$ cat config.mk
export PLATFORM = sky130hd
export DESIGN_NAME = g2g_fifo
export DESIGN_NICKNAME = d
export VERILOG_FILES = /design/src/design/g2g_pkg.sv /design/src/design/g2g_fifo.sv
export SDC_FILE = /design/constraint.sdc
export NUM_CORES = 1
export LEC_CHECK = 0
export CELL_PAD_IN_SITES_DETAIL_PLACEMENT = 0
export CELL_PAD_IN_SITES_GLOBAL_PLACEMENT = 2
export CORE_ASPECT_RATIO = 1.75
export CORE_UTILIZATION = 40
export CTS_CLUSTER_DIAMETER = 40
export DETAILED_ROUTE_END_ITERATION = 8
export DONT_BUFFER_PORTS = 1
export GPL_ROUTABILITY_DRIVEN = 0
export GPL_TIMING_DRIVEN = 0
export PLACE_DENSITY_LB_ADDON = 0.3
export RECOVER_POWER = 100
export SYNTH_ARGS = -nofsm -noshare
export SYNTH_HDL_FRONTEND = slang
export SYNTH_SLANG_ARGS = --single-unit
$ cat constraint.sdc
create_clock -name clk -period 10.8 [get_ports clk]
set_clock_uncertainty 0.1 [all_clocks]
set_input_delay 1.08 -clock clk [delete_from_list [all_inputs] [get_ports clk]]
set_output_delay 1.08 -clock clk [all_outputs]
set_load 0.02 [all_outputs]
$ cat src/design/g2g_pkg.sv
// Shared types, widths and constants for the go-to-goal steering controller.
// Has no dependencies. Every other design file imports it.
package g2g_pkg;

	// Field widths.
	localparam int PW = 18;                 // position and goal
	localparam int HW = 15;                 // heading
	localparam int TW = 17;                 // arrival tolerance
	localparam int GW = 12;                 // gains
	localparam int LW = 19;                 // linear speed
	localparam int RW = 20;                 // turn rate

	// Internal widths of the rotation datapath.
	localparam int GUARD = 8;               // guard bits added to the vector
	localparam int XW = 30;                 // CORDIC x and y
	localparam int ZW = 24;                 // CORDIC angle, Q20
	localparam int KW = 17;                 // reciprocal gain constant

	localparam int CORDIC_STAGES_DEF = 16;
	localparam int ATAN_ENTRIES = 24;

	localparam int FIFO_DEPTH = 4;
	localparam int FIFO_PW = $clog2(FIFO_DEPTH);

	localparam logic signed [ZW-1:0] HALF_PI_Q20 = 24'sd1647099;
	localparam logic [KW-1:0] INV_GAIN_Q16 = 17'd39796;
	localparam logic [LW-1:0] LIN_MAX = 19'd524287;
	localparam logic signed [RW-1:0] TURN_MAX = 20'sd524287;
	localparam logic signed [RW-1:0] TURN_MIN = -20'sd524288;

	// Register map: index = byte address / 4.
	localparam int AW = 5;
	localparam logic [2:0] REG_GOAL_X = 3'd0;
	localparam logic [2:0] REG_GOAL_Y = 3'd1;
	localparam logic [2:0] REG_ARRIVE_TOL = 3'd2;
	localparam logic [2:0] REG_LIN_GAIN = 3'd3;
	localparam logic [2:0] REG_ANG_GAIN = 3'd4;

	localparam logic [PW-1:0] GOAL_X_RST = 18'd8192;
	localparam logic [PW-1:0] GOAL_Y_RST = 18'd8192;
	localparam logic [TW-1:0] ARRIVE_TOL_RST = 17'd41;
	localparam logic [GW-1:0] LIN_GAIN_RST = 12'd384;
	localparam logic [GW-1:0] ANG_GAIN_RST = 12'd1024;

	// One classified request waiting for the rotation pipeline.
	typedef struct packed {
		logic signed [XW-1:0] x;
		logic signed [XW-1:0] y;
		logic signed [ZW-1:0] z;
		logic signed [HW-1:0] hd;
	} item_t;

	// Settings used by the back end.
	typedef struct packed {
		logic [TW-1:0] tol;
		logic [GW-1:0] lin_gain;
		logic [GW-1:0] ang_gain;
	} back_cfg_t;

	// atan(2^-i) in Q20, rounded to nearest.
	function automatic logic signed [ZW-1:0] atan_q20(input int idx);
		logic signed [ZW-1:0] r;
		case (idx)
			0: r = 24'sd823550;
			1: r = 24'sd486170;
			2: r = 24'sd256879;
			3: r = 24'sd130396;
			4: r = 24'sd65451;
			5: r = 24'sd32757;
			6: r = 24'sd16383;
			7: r = 24'sd8192;
			8: r = 24'sd4096;
			9: r = 24'sd2048;
			10: r = 24'sd1024;
			11: r = 24'sd512;
			12: r = 24'sd256;
			13: r = 24'sd128;
			14: r = 24'sd64;
			15: r = 24'sd32;
			16: r = 24'sd16;
			17: r = 24'sd8;
			18: r = 24'sd4;
			19: r = 24'sd2;
			20: r = 24'sd1;
			default: r = '0;
		endcase
		return r;
	endfunction

endpackage

$ cat src/design/g2g_fifo.sv
// Short request queue between the front end and the rotation back end.
// Depends on g2g_pkg for the entry type and depth.
module g2g_fifo
	import g2g_pkg::*;
(
	input  logic  clk,
	input  logic  arst_n,
	input  logic  push,
	input  item_t wr_item,
	output logic  full,
	input  logic  pop,
	output logic  empty,
	output item_t rd_item
);

	item_t              mem_q [FIFO_DEPTH];
	logic [FIFO_PW-1:0] wr_ptr_q;
	logic [FIFO_PW-1:0] rd_ptr_q;
	logic [FIFO_PW:0]   cnt_q;
	logic               do_push;
	logic               do_pop;

	assign full = (cnt_q == (FIFO_PW+1)'(FIFO_DEPTH));
	assign empty = (cnt_q == '0);
	assign do_push = push && !full;
	assign do_pop = pop && !empty;
	assign rd_item = mem_q[rd_ptr_q];

	always_ff @(posedge clk or negedge arst_n) begin
		if (!arst_n) begin
			wr_ptr_q <= '0;
			rd_ptr_q <= '0;
			cnt_q <= '0;
		end else begin
			if (do_push) begin
				wr_ptr_q <= wr_ptr_q + 1'b1;
			end
			if (do_pop) begin
				rd_ptr_q <= rd_ptr_q + 1'b1;
			end
			case ({do_push, do_pop})
				2'b10: cnt_q <= cnt_q + 1'b1;
				2'b01: cnt_q <= cnt_q - 1'b1;
				default: cnt_q <= cnt_q;
			endcase
		end
	end

	always_ff @(posedge clk) begin
		if (do_push) begin
			mem_q[wr_ptr_q] <= wr_item;
		end
	end

endmodule

==> flow_metrics.tcl <==
set metrics [dict create \
    pwr-share-comb_pct 29.0 \
    clock_tree_from_tritoncts "done" \
    layout_worst_path_cycle_share_pct 46.8 \
    chipWidth_um 147 \
    grtUsageTotal_pct 14.6 \
    cts_setup_buffers 0 \
    leakage_nw 5.17 \
    finish.net_count 709 \
    timing.rr.start "cnt_q[2]" \
    totalNegativeSetupSlack_ns 0 \
    hold_violations 0 \
    power.switching_w 0.00154 \
    post_synthesis_instance_area_um2 14700 \
    rsz0062_at_grt "false" \
    wl_um 26900 \
    reg2reg_slack_ns 5.74 \
    clk_transition_reported_paths_ns 0.06 \
    critPathKind "reg -> reg" \
    core-area_um2 36100 \
    routed_wire_length_per_instance_um 24.5 \
    worst_setup_path_end_kind "flop" \
    design.die.area_um2 37600 \
    setup_violations 0 \
    drc 0 \
    sequentialPowerShare_pct 44.1 \
    achievable-frequency_mhz 198 \
    initial_core_util_pct 40.7 \
    worstSkewPairLatency_ns 0.52 \
    layout.cells.most_common_list "sky130_fd_sc_hd__edfxtp_1, sky130_fd_sc_hd__mux4_2, sky130_fd_sc_hd__clkbuf_16" \
    internal_power_consumption_w 0.00334 \
    postCtsResizedCells 0 \
    yosysWarnings 0 \
    final_antenna_net_count 0 \
    die_h_um 256 \
    numPortBuffers 0 \
    outcome "complete, but fails checks" \
    remaining_max_slew_budget_at_the_tightest_pin_pct -197 \
    dp.final_hpwl_um 17300 \
    cts-root-buf "sky130_fd_sc_hd__clkbuf_16" \
    number_of_global_route_vias_before_repair 6490 \
    vdd_ir_drop_max_v 0.000192 \
    hp-class "in -> async" \
    timing.critical_path.slowest_cell_delay_ns 3.24 \
    crit_arrival_ns 5.16 \
    tightestPinTransition_ns 4.46 \
    detail_route.vias_per_cell 5.26 \
    detailroute.via_count 5784 \
    cts_htree_levels 2 \
    global_route_wire_length_before_repair_um 40400 \
    tritoncts_num_sinks 403 \
    violated_checks "capacitance limit, slew limit" \
    postSynthAreaPerCell_um2 26.6 \
    final-max-slew-violation-count 205 \
    critPathLaunchType "flop" \
    antenna_cell_count 0 \
    place.detailed.instances 1029 \
    row_count 92 \
    switching_share_pct 31.7 \
    worst_path_max_delay_cell "sky130_fd_sc_hd__and2_0" \
    crit-reg2reg-capture "mem_q[1][54]" \
    final_common_cell "sky130_fd_sc_hd__edfxtp_1" \
    seq_area_frac_synth_pct 82.0 \
    grt_start_max_net_pins 58 \
    layout-drive-gt1-share_pct 27.8 \
    grt_antenna_before_repair 0 \
    syn_to_final_growth_pct 13.1 \
    mappedNetlistNets 663 \
    power.clock.fraction_pct 26.9 \
    finish.instance_area_um2 16600 \
    synth_cell_types 20 \
    postSynthRegisterBits 403 \
    p_per_cell_area_nw_per_um2 293 \
    layoutNonFillerInstCount 1099 \
    post_cts_hold_buffer_count 0 \
    initialDrtViolationCount 344 \
    timing.reg2reg.worst_path_depth 4 \
    globalRoute.totalOverflow 0 \
    crit_path_max_fanout 57 \
    io_pins 204 \
    post-route-min-period_ns 5.06 \
    cp.required_ns 10.90 \
    placed_area_um2 15400 \
    detail_route.first_pass.iterations 4 \
    synth_cells 554 \
    drv_cap 5 \
    cts_max_path_buffers 3 \
    finalHoldWorstSlack_ns 0.143 \
    tritoncts.num_buffers 39 \
    cells_along_the_critical_path "nor3b_1 > nor2b_1 > and2_0 > buf_16" \
]
[critical path, delay by kind of cell, from the launching register on]
kind,cells,cell delay (ns)
and+or+nand+nor,3,3.89
buffers and inverters,1,0.23
DFF,1,0.42
[sequential cells by signal, indices dropped and copies added (netlist names)]
signal and flops:
wr_ptr_q 2, cnt_q 3, rd_ptr_q 2, mem_q 396
[layout make-up]
cell class / instances / area, µm²
fill: 2975 / 19500
clock buffer: 44 / 995
timing repair buffer: 5 / 114
inverter: 6 / 22.5
buffer: 22 / 159
sequential: 403 / 12100
multi-input combinational: 123 / 2450
tap: 470 / 588
clock inverter: 26 / 255
[layer usage]
layer / routed length (µm) / vias up / track usage, %
met5: 0 / - / 0
met4: 798 / 0 / 5.84
met3: 2010 / 50 / 4.55
met2: 15300 / 179 / 27.3
met1: 8800 / 3076 / 14.9
li1: - / 2479 / -
[cell usage after synthesis]
cell                       number  area share [%]
sky130_fd_sc_hd__nor2b_2        1           0.060
sky130_fd_sc_hd__clkbuf_1       1           0.025
sky130_fd_sc_hd__buf_2         11            0.37
sky130_fd_sc_hd__o31a_1         1           0.060
sky130_fd_sc_hd__nand2_1        1           0.025
sky130_fd_sc_hd__ha_1           5            0.43
sky130_fd_sc_hd__inv_1          6            0.15
sky130_fd_sc_hd__edfxtp_1     396              81
sky130_fd_sc_hd__nor3_1         1           0.034
sky130_fd_sc_hd__xnor2_1        3            0.18
sky130_fd_sc_hd__buf_6         10            0.77
sky130_fd_sc_hd__mux2i_1        1           0.068
sky130_fd_sc_hd__mux2_2         1           0.077
sky130_fd_sc_hd__fa_1           1            0.14
sky130_fd_sc_hd__xor2_1         3            0.18
sky130_fd_sc_hd__mux4_2        99              15
sky130_fd_sc_hd__and2_1         4            0.17
sky130_fd_sc_hd__dfrtp_1        7             1.2
sky130_fd_sc_hd__nor3b_2        1           0.085
sky130_fd_sc_hd__nor2_1         1           0.025
[stage by stage]
stage	utilization, %	setup WS (ns)	total power [W]
6_report	46.1	5.74	0.00488
5_1_grt	46.1	5.25	0.00509
3_3_place_gp	42.3	4.85	0.00363
2_1_floorplan	-	6.59	0.00331
3_5_place_dp	42.7	7.73	0.00365
4_1_cts	46.2	7.22	0.00497
[worst max-delay path by stage]
| stage | to | from | cells after the start | slack, ns |
|---|---|---|---|---|
| finish | mem_q[1][54] | cnt_q[2] | 4 | 5.74 |
| floorplan | mem_q[0][0] | push | 2 | 6.59 |
| CTS | rd_item[78] | rd_ptr_q[1] | 3 | 7.22 |
| global route | mem_q[1][78] | cnt_q[2] | 4 | 5.25 |
| detailed placement | mem_q[1][57] | push | 3 | 7.73 |
| global placement | mem_q[1][32] | push | 2 | 4.85 |
[power groups by stage]
| stage | clock (W) | sequential [W] | combinational [W] |
|---|---|---|---|
| after floorplan | 0 | 0.00217 | 0.00114 |
| after global placement | 0 | 0.00221 | 0.00142 |
| after detailed placement | 0 | 0.00217 | 0.00147 |
| after CTS | 0.00135 | 0.00214 | 0.00148 |
| after global routing | 0.00140 | 0.00218 | 0.00151 |
| final | 0.00131 | 0.00215 | 0.00142 |
[cell families (layout without fill, tap and decap cells)]
| kind of cell | after synthesis | after routing | share of synthesized area, % |
|---|---|---|---|
| AOI/OAI and AO/OA | 1 | 1 | 0.0595 |
| xor gates and xnor gates | 6 | 6 | 0.357 |
| adders and majority gates | 6 | 6 | 0.561 |
| buffers and inverters | 28 | 103 | 1.32 |
| DFF | 403 | 403 | 82.0 |
| muxes | 101 | 101 | 15.3 |
| and+or+nand+nor | 9 | 9 | 0.400 |
Power figures use the tool's default switching activity.
