### src/design/g2g_pkg.sv
// Shared types, widths and constants for the go-to-goal steering controller.
// Has no dependencies. Every other design file imports it.
package g2g_pkg;

	// Field widths.
	localparam int PW = 18;                 // position and goal
	localparam int HW = 15;                 // heading
	localparam int TW = 17;                 // arrival tolerance
	localparam int GW = 12;                 // gains
	localparam int LW = 19;                 // linear speed
	localparam int RW = 20;                 // turn rate

	// Internal widths of the rotation datapath.
	localparam int GUARD = 8;               // guard bits added to the vector
	localparam int XW = 30;                 // CORDIC x and y
	localparam int ZW = 24;                 // CORDIC angle, Q20
	localparam int KW = 17;                 // reciprocal gain constant

	localparam int CORDIC_STAGES_DEF = 16;
	localparam int ATAN_ENTRIES = 24;

	localparam int FIFO_DEPTH = 4;
	localparam int FIFO_PW = $clog2(FIFO_DEPTH);

	localparam logic signed [ZW-1:0] HALF_PI_Q20 = 24'sd1647099;
	localparam logic [KW-1:0] INV_GAIN_Q16 = 17'd39796;
	localparam logic [LW-1:0] LIN_MAX = 19'd524287;
	localparam logic signed [RW-1:0] TURN_MAX = 20'sd524287;
	localparam logic signed [RW-1:0] TURN_MIN = -20'sd524288;

	// Register map: index = byte address / 4.
	localparam int AW = 5;
	localparam logic [2:0] REG_GOAL_X = 3'd0;
	localparam logic [2:0] REG_GOAL_Y = 3'd1;
	localparam logic [2:0] REG_ARRIVE_TOL = 3'd2;
	localparam logic [2:0] REG_LIN_GAIN = 3'd3;
	localparam logic [2:0] REG_ANG_GAIN = 3'd4;

	localparam logic [PW-1:0] GOAL_X_RST = 18'd8192;
	localparam logic [PW-1:0] GOAL_Y_RST = 18'd8192;
	localparam logic [TW-1:0] ARRIVE_TOL_RST = 17'd41;
	localparam logic [GW-1:0] LIN_GAIN_RST = 12'd384;
	localparam logic [GW-1:0] ANG_GAIN_RST = 12'd1024;

	// One classified request waiting for the rotation pipeline.
	typedef struct packed {
		logic signed [XW-1:0] x;
		logic signed [XW-1:0] y;
		logic signed [ZW-1:0] z;
		logic signed [HW-1:0] hd;
	} item_t;

	// Settings used by the back end.
	typedef struct packed {
		logic [TW-1:0] tol;
		logic [GW-1:0] lin_gain;
		logic [GW-1:0] ang_gain;
	} back_cfg_t;

	// atan(2^-i) in Q20, rounded to nearest.
	function automatic logic signed [ZW-1:0] atan_q20(input int idx);
		logic signed [ZW-1:0] r;
		case (idx)
			0: r = 24'sd823550;
			1: r = 24'sd486170;
			2: r = 24'sd256879;
			3: r = 24'sd130396;
			4: r = 24'sd65451;
			5: r = 24'sd32757;
			6: r = 24'sd16383;
			7: r = 24'sd8192;
			8: r = 24'sd4096;
			9: r = 24'sd2048;
			10: r = 24'sd1024;
			11: r = 24'sd512;
			12: r = 24'sd256;
			13: r = 24'sd128;
			14: r = 24'sd64;
			15: r = 24'sd32;
			16: r = 24'sd16;
			17: r = 24'sd8;
			18: r = 24'sd4;
			19: r = 24'sd2;
			20: r = 24'sd1;
			default: r = '0;
		endcase
		return r;
	endfunction

endpackage

### src/design/g2g_regs.sv
// APB-style register file holding the goal, tolerance and gains.
// Depends on g2g_pkg for widths, register indexes and reset values.
module g2g_regs
	import g2g_pkg::*;
(
	input  logic                 clk,
	input  logic                 arst_n,
	input  logic                 psel,
	input  logic                 penable,
	input  logic                 pwrite,
	input  logic [AW-1:0]        paddr,
	input  logic [31:0]          pwdata,
	output logic [31:0]          prdata,
	output logic                 pready,
	output logic signed [PW-1:0] goal_x,
	output logic signed [PW-1:0] goal_y,
	output back_cfg_t            back_cfg
);

	logic [PW-1:0] goal_x_q;
	logic [PW-1:0] goal_y_q;
	logic [TW-1:0] tol_q;
	logic [GW-1:0] lin_gain_q;
	logic [GW-1:0] ang_gain_q;
	logic [2:0]    idx;
	logic          wr_en;

	assign idx = paddr[AW-1:2];
	assign wr_en = psel && penable && pwrite;
	assign pready = 1'b1;

	always_ff @(posedge clk or negedge arst_n) begin
		if (!arst_n) begin
			goal_x_q <= GOAL_X_RST;
			goal_y_q <= GOAL_Y_RST;
			tol_q <= ARRIVE_TOL_RST;
			lin_gain_q <= LIN_GAIN_RST;
			ang_gain_q <= ANG_GAIN_RST;
		end else if (wr_en) begin
			case (idx)
				REG_GOAL_X: goal_x_q <= pwdata[PW-1:0];
				REG_GOAL_Y: goal_y_q <= pwdata[PW-1:0];
				REG_ARRIVE_TOL: tol_q <= pwdata[TW-1:0];
				REG_LIN_GAIN: lin_gain_q <= pwdata[GW-1:0];
				REG_ANG_GAIN: ang_gain_q <= pwdata[GW-1:0];
				default: ;
			endcase
		end
	end

	always_comb begin
		case (idx)
			REG_GOAL_X: prdata = {{(32-PW){1'b0}}, goal_x_q};
			REG_GOAL_Y: prdata = {{(32-PW){1'b0}}, goal_y_q};
			REG_ARRIVE_TOL: prdata = {{(32-TW){1'b0}}, tol_q};
			REG_LIN_GAIN: prdata = {{(32-GW){1'b0}}, lin_gain_q};
			REG_ANG_GAIN: prdata = {{(32-GW){1'b0}}, ang_gain_q};
			default: prdata = '0;
		endcase
	end

	assign goal_x = $signed(goal_x_q);
	assign goal_y = $signed(goal_y_q);
	assign back_cfg.tol = tol_q;
	assign back_cfg.lin_gain = lin_gain_q;
	assign back_cfg.ang_gain = ang_gain_q;

endmodule

### config.mk
export PLATFORM = sky130hd
export DESIGN_NAME = g2g_regs
export DESIGN_NICKNAME = d
export VERILOG_FILES = /design/src/design/g2g_pkg.sv /design/src/design/g2g_regs.sv
export SDC_FILE = /design/constraint.sdc
export NUM_CORES = 1
export LEC_CHECK = 0
export BUFFER_PORTS_ARGS = -buffer_cell sky130_fd_sc_hd__buf_4
export CELL_PAD_IN_SITES_DETAIL_PLACEMENT = 0
export CELL_PAD_IN_SITES_GLOBAL_PLACEMENT = 1
export CORE_UTILIZATION = 25
export DETAILED_ROUTE_END_ITERATION = 12
export PLACE_DENSITY_LB_ADDON = 0.05
export SYNTH_ARGS = -nofsm -noshare
export SYNTH_HDL_FRONTEND = slang
export SYNTH_SLANG_ARGS = --single-unit
### constraint.sdc
create_clock -name clk -period 1.71 [get_ports clk]
set_input_delay 0.2565 -clock clk [delete_from_list [all_inputs] [get_ports clk]]
set_output_delay 0.2565 -clock clk [all_outputs]
set_load 0.01 [all_outputs]
==> results of run 1 <==
-- flip-flops by register name, summed over array words and instances (netlist names) --
name	cells
tol_q	17
lin_gain_q	12
goal_y	18
goal_x	18
ang_gain_q	12
-- placed cells by master, fill, tap and decap left out, drive strengths merged --
cell type    count
dlygate4sd3      1
a22oi           11
clkinv           5
mux2i            6
nor3             2
inv              1
a2bb2oi          1
nand4b           1
or3              1
nand3            1
a32oi           12
clkbuf          10
nand2            7
buf            170
nor2             2
bufinv           1
a21oi            5
or2              5
mux2            89
o21ai           12
conb            15
dfrtp           69
nor3b            2
nor2b            4
dfstp            8
-- metrics by stage --
stage	utilization, %	instances	setup TNS [ns]
after floorplan	-	287	0
after global placement	34.2	591	-0.0286
after detailed placement	34.2	591	-0.111
after CTS	36.6	612	-0.00203
after global routing	37.5	625	-0.234
final	37.5	625	0
-- final timing paths --
| check | startpoint | end | slack, ns | cells after the start |
|---|---|---|---|---|
| worst max-delay path | tol_q[7]$_DFFE_PN0P_ | prdata[7] | 0.04 | 4 |
| worst min-delay path | pwdata[17] | goal_x[17]$_DFFE_PN0P_ | 0.16 | 2 |
| worst max register to register | goal_y[13]$_DFFE_PN1P_ | goal_y[13]$_DFFE_PN1P_ | 0.77 | 3 |
| worst min register to register | lin_gain_q[1]$_DFFE_PN0P_ | lin_gain_q[1]$_DFFE_PN0P_ | 0.54 | 1 |
| max in group asynchronous | arst_n | lin_gain_q[8]$_DFFE_PN1P_ | 0.82 | 3 |
| min in group asynchronous | arst_n | tol_q[16]$_DFFE_PN0P_ | 0.31 | 2 |
-- logic make-up (layout without fill, tap and decap cells) --
family	after synthesis	count (layout)	synth area share (%)
simple gates	25	25	4.76
buf+inv	34	188	6.13
flops	77	77	51.9
mux	95	95	29.5
other cells	2	15	0.201
compound gates	41	41	7.54
-- area by class of cell --
class	count	area, um2	share of cell area (%)
clock buffer	10	239	4.38
clock inverter	6	62.6	1.15
inverter	1	3.75	0.0688
multi-input combinational	176	1660	30.4
sequential	77	1940	35.5
tap	184	230	4.22
timing repair buffer	171	1320	24.3
-- layer usage --
layer	vias to the layer above	GRT usage, %
li1	1303	-
met1	1437	22.3
met2	94	23.8
met3	12	3.80
met4	0	6.70
met5	-	0
-- power by group through the flow --
stage	Combinational (uW)	Sequential (uW)	Clock [uW]
global placement	1670	2540	0
global route	1970	2550	2110
detailed placement	1680	2550	0
floorplan	621	2640	0
CTS	1730	2520	2020
finish	1820	2500	1950
-- what timing repair did --
action	CTS	global route
pin swaps	2	4
hold buffers	1	0
resized for setup	10	10
setup endpoints to repair	9	13
hold endpoints to repair	12	0
setup buffers	4	13
==> impl_metrics.yaml, run 1 <==
outcome:
  outcome: "completed"
setup_path:
  start_kind: "flip-flop"
  critical_path_buf_inv_count: 1
  crit_chain: "mux2_2 > a32oi_1 > o21ai_1 > buf_4"
  path_delay_family: "flip-flops"
  end_kind: "output port"
  slowest_stage: "dfrtp_1"
  cpPeakStageDelay_ns: 0.39
  path_class: "reg2out"
  cp_data_arrival_time_ns: 1.42
  worstPathRequired_ns: 1.45
  crit_path_max_fanout: 2
routing:
  dr_wl_met2_um: 5260
  detailroute.wirelength.met3_um: 802
  drc_errors: 0
  ant_nets: 0
  met1_length_um: 5610
  drtPass1Iterations: 4
  drt_wl_total_um: 11900
  top_layer: "met4"
  vias: 2846
  routedWlPerCell_um: 19.0
  drt-initial-drc-count: 89
  via_per_inst: 4.55
sta:
  period_minus_slack_ns: 1.67
  maxSlewViolCount: 0
  finalSetupViolCount: 0
  max_freq_ghz: 0.597
  setup_slack_ns: 0.0351
  hold_ws_ns: 0.162
  hold_violations: 0
  period_share_pct: 97.9
  final.setup_skew_ns: 0
  rsz0062_at_grt: "true"
grt:
  first_global_vias: 2861
  grt_usage_pct: 16.1
  grt_pass1_wl_um: 17600
  antenna_found_initial: 0
  grt_overflow_total: 0
  grt_max_degree: 48
finish:
  final_nets: 478
  drive_gt1_share_pct: 67.3
  final_area_um2: 5450
  area_growth_pct: 46.1
  n_fill_cell: 1471
  diodes: 0
min_path:
  hp-class: "in2reg"
pwr:
  switchingPower_uw: 1810
  p_total_uw: 6270
  p_sw_share_pct: 28.9
  power.density_nw_per_um2: 1150
  power_frac_seq_pct: 39.9
  p_int_uw: 4460
  leakage_uw: 0.00267
  ir_drop_uv: 386
  p_comb_share_pct: 29.0
  pwr-share-clk_pct: 31.1
logic_synthesis:
  yosys_warnings: 0
  avgSynthCellArea_um2: 13.6
  async_flop_share_pct: 100
  ys_types: 28
  synth_seq_cells: 77
  ys_top_cells_by_area: "dfrtp_1 46%, mux2_2 24%, dfstp_2 5.6%, mux2_4 4.0%, buf_4 3.4%"
  ys.flop_type: "dfrtp_1"
  syn_inst: 274
  synth_area_um2: 3730
  ys_seq_area_share_pct: 51.9
  synth_edf_count: 0
  synth_commonest_cells: "79 x mux2_2, 69 x dfrtp_1, 17 x buf_4"
  synth_largest_area_cell: "dfrtp_1"
  yosysMostFrequentCell: "mux2_2"
  yosysTopAreaCellShare_pct: 46.3
clock_tree:
  cts.clk_slew.worst_paths_ns: 0.06
  root_buffer: "clkbuf_16"
  cts_buffers: 9
  clk_latency_ns: 0.34
  cts_tree: "yes"
  cts_max_path_buffers: 2
  cts_num_sinks: 77
  cts_max_level: 3
floorplanning:
  die_w_um: 124
  core_um2: 14500
  dieArea_um2: 15400
  io_pins: 152
  rows: 44
  die_height_um: 124
  start_util_pct: 25.7
run:
  max-cap-violations: 0
placement:
  place_ws_ns: -0.0194
  io_buffers: 120
  post-dp-hpwl_um: 8500
  routabilityCongestion: 0.734
  placed_area_um2: 4970
Note: power is estimated with default switching activity, not from simulation.
==> run 2, diff against run 1 <==
ABC_AREA = 1   (was default)
==> run 2 against run 1 <==
  * Clock power increased by 18%
  * Cell count rose by 23%
  * Area after synthesis is essentially flat
  * Highest routed layer unchanged
==> impl_metrics.yaml, run 2 <==
routing:
  drt_wl_total_um: 12000
  via_per_inst: 4.38
  ant_nets: 0
  routedWlPerCell_um: 15.6
  drtPass1Iterations: 6
  drt-initial-drc-count: 176
  drc_errors: 0
  vias: 3369
grt:
  first_global_vias: 3085
  grt_max_degree: 78
  grt_pass1_wl_um: 18300
  antenna_found_initial: 0
  grt_overflow_total: 0
  grt_usage_pct: 16.3
setup_path:
  cp-startpoint: "lin_gain_q[8]$_DFFE_PN1P_"
  slowest_stage: "dfstp_2"
  worstPathRequired_ns: 1.45
  path_class: "reg2out"
  cpMostUsedCell: "inv_1"
  crit_path_max_fanout: 2
  cpPeakStageDelay_ns: 0.53
  start_kind: "flip-flop"
  crit_chain: "inv_1 > o21ai_0 > inv_1 > nand2_1 > buf_4"
  cp_data_arrival_time_ns: 1.34
  end_kind: "output port"
  timing.rr.start: "lin_gain_q[8]$_DFFE_PN1P_"
clock_tree:
  ctsResizeCount: 0
  clk_latency_ns: 0.33
  post_cts_buffers: 0
  cts.clk_slew.worst_paths_ns: 0.06
  cts_max_level: 3
  hold_buffers: 1
  root_buffer: "clkbuf_16"
  cts_tree: "yes"
  cts_max_path_buffers: 2
  cts_buffers: 9
  cts_num_sinks: 77
placement:
  place_inst: 752
  place_ws_ns: 0.105
  post-dp-hpwl_um: 8530
  io_buffers: 120
  routabilityCongestion: 0.697
pwr:
  p_int_uw: 4460
  ir_drop_uv: 436
  p_sw_share_pct: 28.9
  p_comb_share_pct: 23.3
  leakage_uw: 0.00271
  switchingPower_uw: 1810
  power_frac_seq_pct: 39.9
  power.density_nw_per_um2: 1220
  pwr-share-clk_pct: 36.8
sta:
  final.setup_skew_ns: 0
  hold_ws_ns: 0.130
  rsz0062_at_grt: "false"
  setup_slack_ns: 0.114
  maxSlewViolCount: 0
  period_minus_slack_ns: 1.60
  setup-tns-final_ns: 0
  max_freq_ghz: 0.627
  period_share_pct: 93.3
  hold_violations: 0
  finalSetupViolCount: 0
floorplanning:
  dieArea_um2: 15400
  start_util_pct: 25.7
  die_w_um: 124
  io_pins: 152
  die_height_um: 124
  core_um2: 14500
  rows: 44
logic_synthesis:
  synth_seq_cells: 77
  syn_inst: 458
  ys_types: 25
  synth_commonest_cells: "144 x nand2_1, 69 x dfrtp_1, 42 x o21ai_0"
  synth_largest_area_cell: "dfrtp_1"
  ys.flop_type: "dfrtp_1"
  ys_top_cells_by_area: "dfrtp_1 46%, nand2_1 14%, dfstp_2 5.6%, o21ai_0 5.6%, o21ai_1 5.2%"
  yosysTopAreaCellShare_pct: 46.3
  async_flop_share_pct: 100
  yosys_warnings: 0
  yosysMostFrequentCell: "nand2_1"
  synth_area_um2: 3730
  ys_seq_area_share_pct: 51.9
  avgSynthCellArea_um2: 8.15
  synth_edf_count: 0
finish:
  final_cells: 769
  final_nets: 622
  final_cell_mix: "144 x nand2_1, 135 x buf_4, 69 x dfrtp_1"
  diodes: 0
  drive_gt1_share_pct: 29.9
  n_fill_cell: 1548
  area_growth_pct: 38.4
  layout_commonest_cell: "nand2_1"
run:
  max-cap-violations: 0
min_path:
  min_from: "pwdata[10]"
  hp-class: "in2reg"
outcome:
  outcome: "completed"
==> run 2: path summary, 6_finish.rpt <==
check | cells after the start | slack, ns | end
setup reg to reg | 2 | 0.90 | lin_gain_q[8]$_DFFE_PN1P_
hold reg to reg | 2 | 0.49 | goal_y[13]$_DFFE_PN1P_
setup / recovery | 5 | 0.11 | prdata[8]
max in group asynchronous | 3 | 0.82 | tol_q[5]$_DFFE_PN1P_
min in group asynchronous | 3 | 0.47 | lin_gain_q[9]$_DFFE_PN0P_
hold / removal | 3 | 0.13 | lin_gain_q[10]$_DFFE_PN0P_
==> run 2: area by class of cell <==
class                      count  area, um2  share of cell area (%)
multi-input combinational    317       1450                    28.0
inverter                      38        145                    2.81
sequential                    77       1940                    37.5
tap                          184        230                    4.46
timing repair buffer         137       1040                    20.2
clock inverter                 3       90.1                    1.75
clock buffer                  13        270                    5.24
==> run 2: kinds of logic (layout without fill, tap and decap cells) <==
| group | after synthesis | after routing | synth area share, % |
|---|---|---|---|
| other | 2 | 15 | 0.201 |
| buffers and inverters | 77 | 191 | 10.6 |
| AND/OR/NAND/NOR | 221 | 221 | 26.4 |
| flip-flops | 77 | 77 | 51.9 |
| AO/OA/AOI/OAI | 81 | 81 | 10.9 |
==> run 2: power groups by stage <==
stage / sequential (uW) / combinational [uW] / clock [uW]
global route: 2560 / 1640 / 2460
detailed placement: 2530 / 1490 / 0
global placement: 2530 / 1470 / 0
finish: 2500 / 1460 / 2310
CTS: 2510 / 1490 / 2380
floorplan: 2620 / 502 / 0
==> run 2: routing by layer <==
metal / wire [um] / vias to the layer above / track usage [%]
li1: - / 1700 / -
met1: 5650 / 1537 / 23.4
met2: 5320 / 125 / 23.4
met3: 917 / 7 / 4.76
met4: 116 / 0 / 4.61
met5: 0 / - / 0
==> run 2: worst max-delay path, delay by kind of cell (launching register included) <==
kind | cells | cell delay (ns)
flops | 1 | 0.53
compound gates | 1 | 0.16
buf+inv | 3 | 0.23
simple gates | 1 | 0.09
==> run 2: through the flow <==
step                total power, uW  util (%)  instance area [um2]
finish                         6270      35.5                 5160
global placement               4000      33.0                 4790
global route                   6660      35.5                 5160
floorplan                      3120         -                 3780
detailed placement             4020      33.0                 4790
CTS                            6380      35.5                 5160
==> run 3, diff against run 2 <==
PLACE_DENSITY_LB_ADDON = 0.1   (was 0.05)
==> run 3 against run 2 <==
  * Total power fell by 6.8%
  * Combinational power barely moved
  * Hold slack improved by 0.0054 ns
  * Via count rose by 0.30%
  * Sequential share of layout area rose by 0.14 points
  * Critical path depth did not move
  * Clock skew did not move
  * Die area did not move
  * Utilization fell by 0.13 points
  * Critical path type unchanged
  * Critical endpoint is now prdata[7]
  * Largest power group unchanged
==> impl_metrics.yaml, run 3 (same netlist as run 2, synthesis figures left out) <==
routing:
  drt_wl_total_um: 11900
  vias: 3379
  drc_errors: 0
  drtPass1Iterations: 5
  drt-initial-drc-count: 199
  ant_nets: 0
  via_per_inst: 4.37
  routedWlPerCell_um: 15.4
floorplanning:
  start_util_pct: 25.7
  rows: 44
  io_pins: 152
  dieArea_um2: 15400
  die_w_um: 124
  core_um2: 14500
  die_height_um: 124
placement:
  routabilityCongestion: 0.761
  placed_area_um2: 4850
  io_buffers: 120
  place_inst: 757
  post-dp-hpwl_um: 8750
min_path:
  hp-class: "in2reg"
  holdPathStages: 3
  holdPathEnd: "lin_gain_q[7]$_DFFE_PN1P_"
  min_from: "pwdata[7]"
setup_path:
  worstPathRequired_ns: 1.45
  path_class: "reg2out"
  r2r-end: "lin_gain_q[8]$_DFFE_PN1P_"
  timing.rr.start: "lin_gain_q[8]$_DFFE_PN1P_"
  cp_data_arrival_time_ns: 1.32
  worst-r2r-setup-slack_ns: 0.92
  worst-r2r-cell-count: 2
  crit_path_max_fanout: 3
  end_kind: "output port"
  start_kind: "flip-flop"
sta:
  max_freq_ghz: 0.634
  hold_violations: 0
  maxSlewViolCount: 0
  finalSetupViolCount: 0
  period_minus_slack_ns: 1.58
  setup-tns-final_ns: 0
  rsz0062_at_grt: "false"
  period_share_pct: 92.3
  final.setup_skew_ns: 0
pwr:
  ir_drop_uv: 420
  power.density_nw_per_um2: 1140
  leakage_uw: 0.00271
clock_tree:
  cts_max_level: 3
  cts_num_sinks: 77
  cts_tree: "yes"
  clk_latency_ns: 0.33
  root_buffer: "clkbuf_16"
  cts_buffers: 9
  cts.clk_slew.worst_paths_ns: 0.06
  post_cts_buffers: 0
  cts_max_path_buffers: 2
finish:
  final_cell_mix: "144 x nand2_1, 138 x buf_4, 69 x dfrtp_1"
  diodes: 0
  final_core_util_pct: 35.4
  multiInputGateArea_um2: 1450
  area_growth_pct: 37.9
  register_area_um2: 1940
  drive_gt1_share_pct: 29.8
  final_nets: 627
  layout_commonest_cell: "nand2_1"
  final_area_um2: 5140
  final_cells: 774
  n_fill_cell: 1553
grt:
  grt_pass1_wl_um: 18500
  first_global_vias: 3200
  grt_usage_pct: 16.4
  grt_max_degree: 37
  grt_overflow_total: 0
  antenna_found_initial: 0
run:
  max-cap-violations: 0
outcome:
  outcome: "completed"
## run 3: how the worst max path moves through the flow
stage                              start                      to  slack (ns)  cells past startpoint
3_5_place_dp                    paddr[3]  goal_y[10]$_DFFE_PN0P_        0.13                      7
6_report       lin_gain_q[7]$_DFFE_PN1P_               prdata[7]        0.13                      5
2_1_floorplan                   paddr[3]               prdata[8]        0.43                      7
4_1_cts        lin_gain_q[7]$_DFFE_PN1P_               prdata[7]        0.11                      5
3_3_place_gp                    paddr[3]               prdata[5]        0.13                      9
5_1_grt        lin_gain_q[7]$_DFFE_PN1P_               prdata[7]        0.05                      5
## run 3: final cells by class
class / count / area share (%)
Clock buffer: 14 / 4.74
Clock inverter: 2 / 0.681
Inverter: 38 / 2.82
Multi-Input combinational cell: 317 / 28.1
Sequential cell: 77 / 37.7
Tap cell: 184 / 4.48
Timing Repair Buffer: 142 / 21.5
## run 3: repair_timing
action                                 in CTS  in global routing
hold buffers                                1                  0
gates resized for setup                     0                  0
endpoints found under the hold margin      28                  0
## run 3: routing by layer
metal  routed length, um  vias to the layer above  GRT usage [%]
met2                5180                      120           24.0
met5                   0                        -              0
met3                1020                       10           4.26
li1                    -                     1710              -
met1                5580                     1539           23.3
met4                 149                        0           5.36
## run 3: per-stage QoR
stage / worst slack (ns) / total power [uW] / hold slack, ns
6_report: 0.132 / 5850 / 0.136
3_5_place_dp: 0.129 / 4030 / 0.103
5_1_grt: 0.0505 / 6230 / 0.131
3_3_place_gp: 0.132 / 4010 / 0.0982
4_1_cts: 0.114 / 5940 / 0.124
2_1_floorplan: 0.433 / 3120 / -0.0391
## run 3: critical path, stage by stage, from the launching register on
cell and delay (ns):
dfstp_2 0.54, nand4_1 0.10, nand2_1 0.12, nor2_1 0.06, nand2_1 0.06, buf_4 0.11
## run 3: power by group
group | switching, uW | total [uW] | internal, uW
registers | 309 | 2500 | 2190
logic | 743 | 1470 | 731
clock network | 737 | 1870 | 1130
total | 1790 | 5850 | 4060
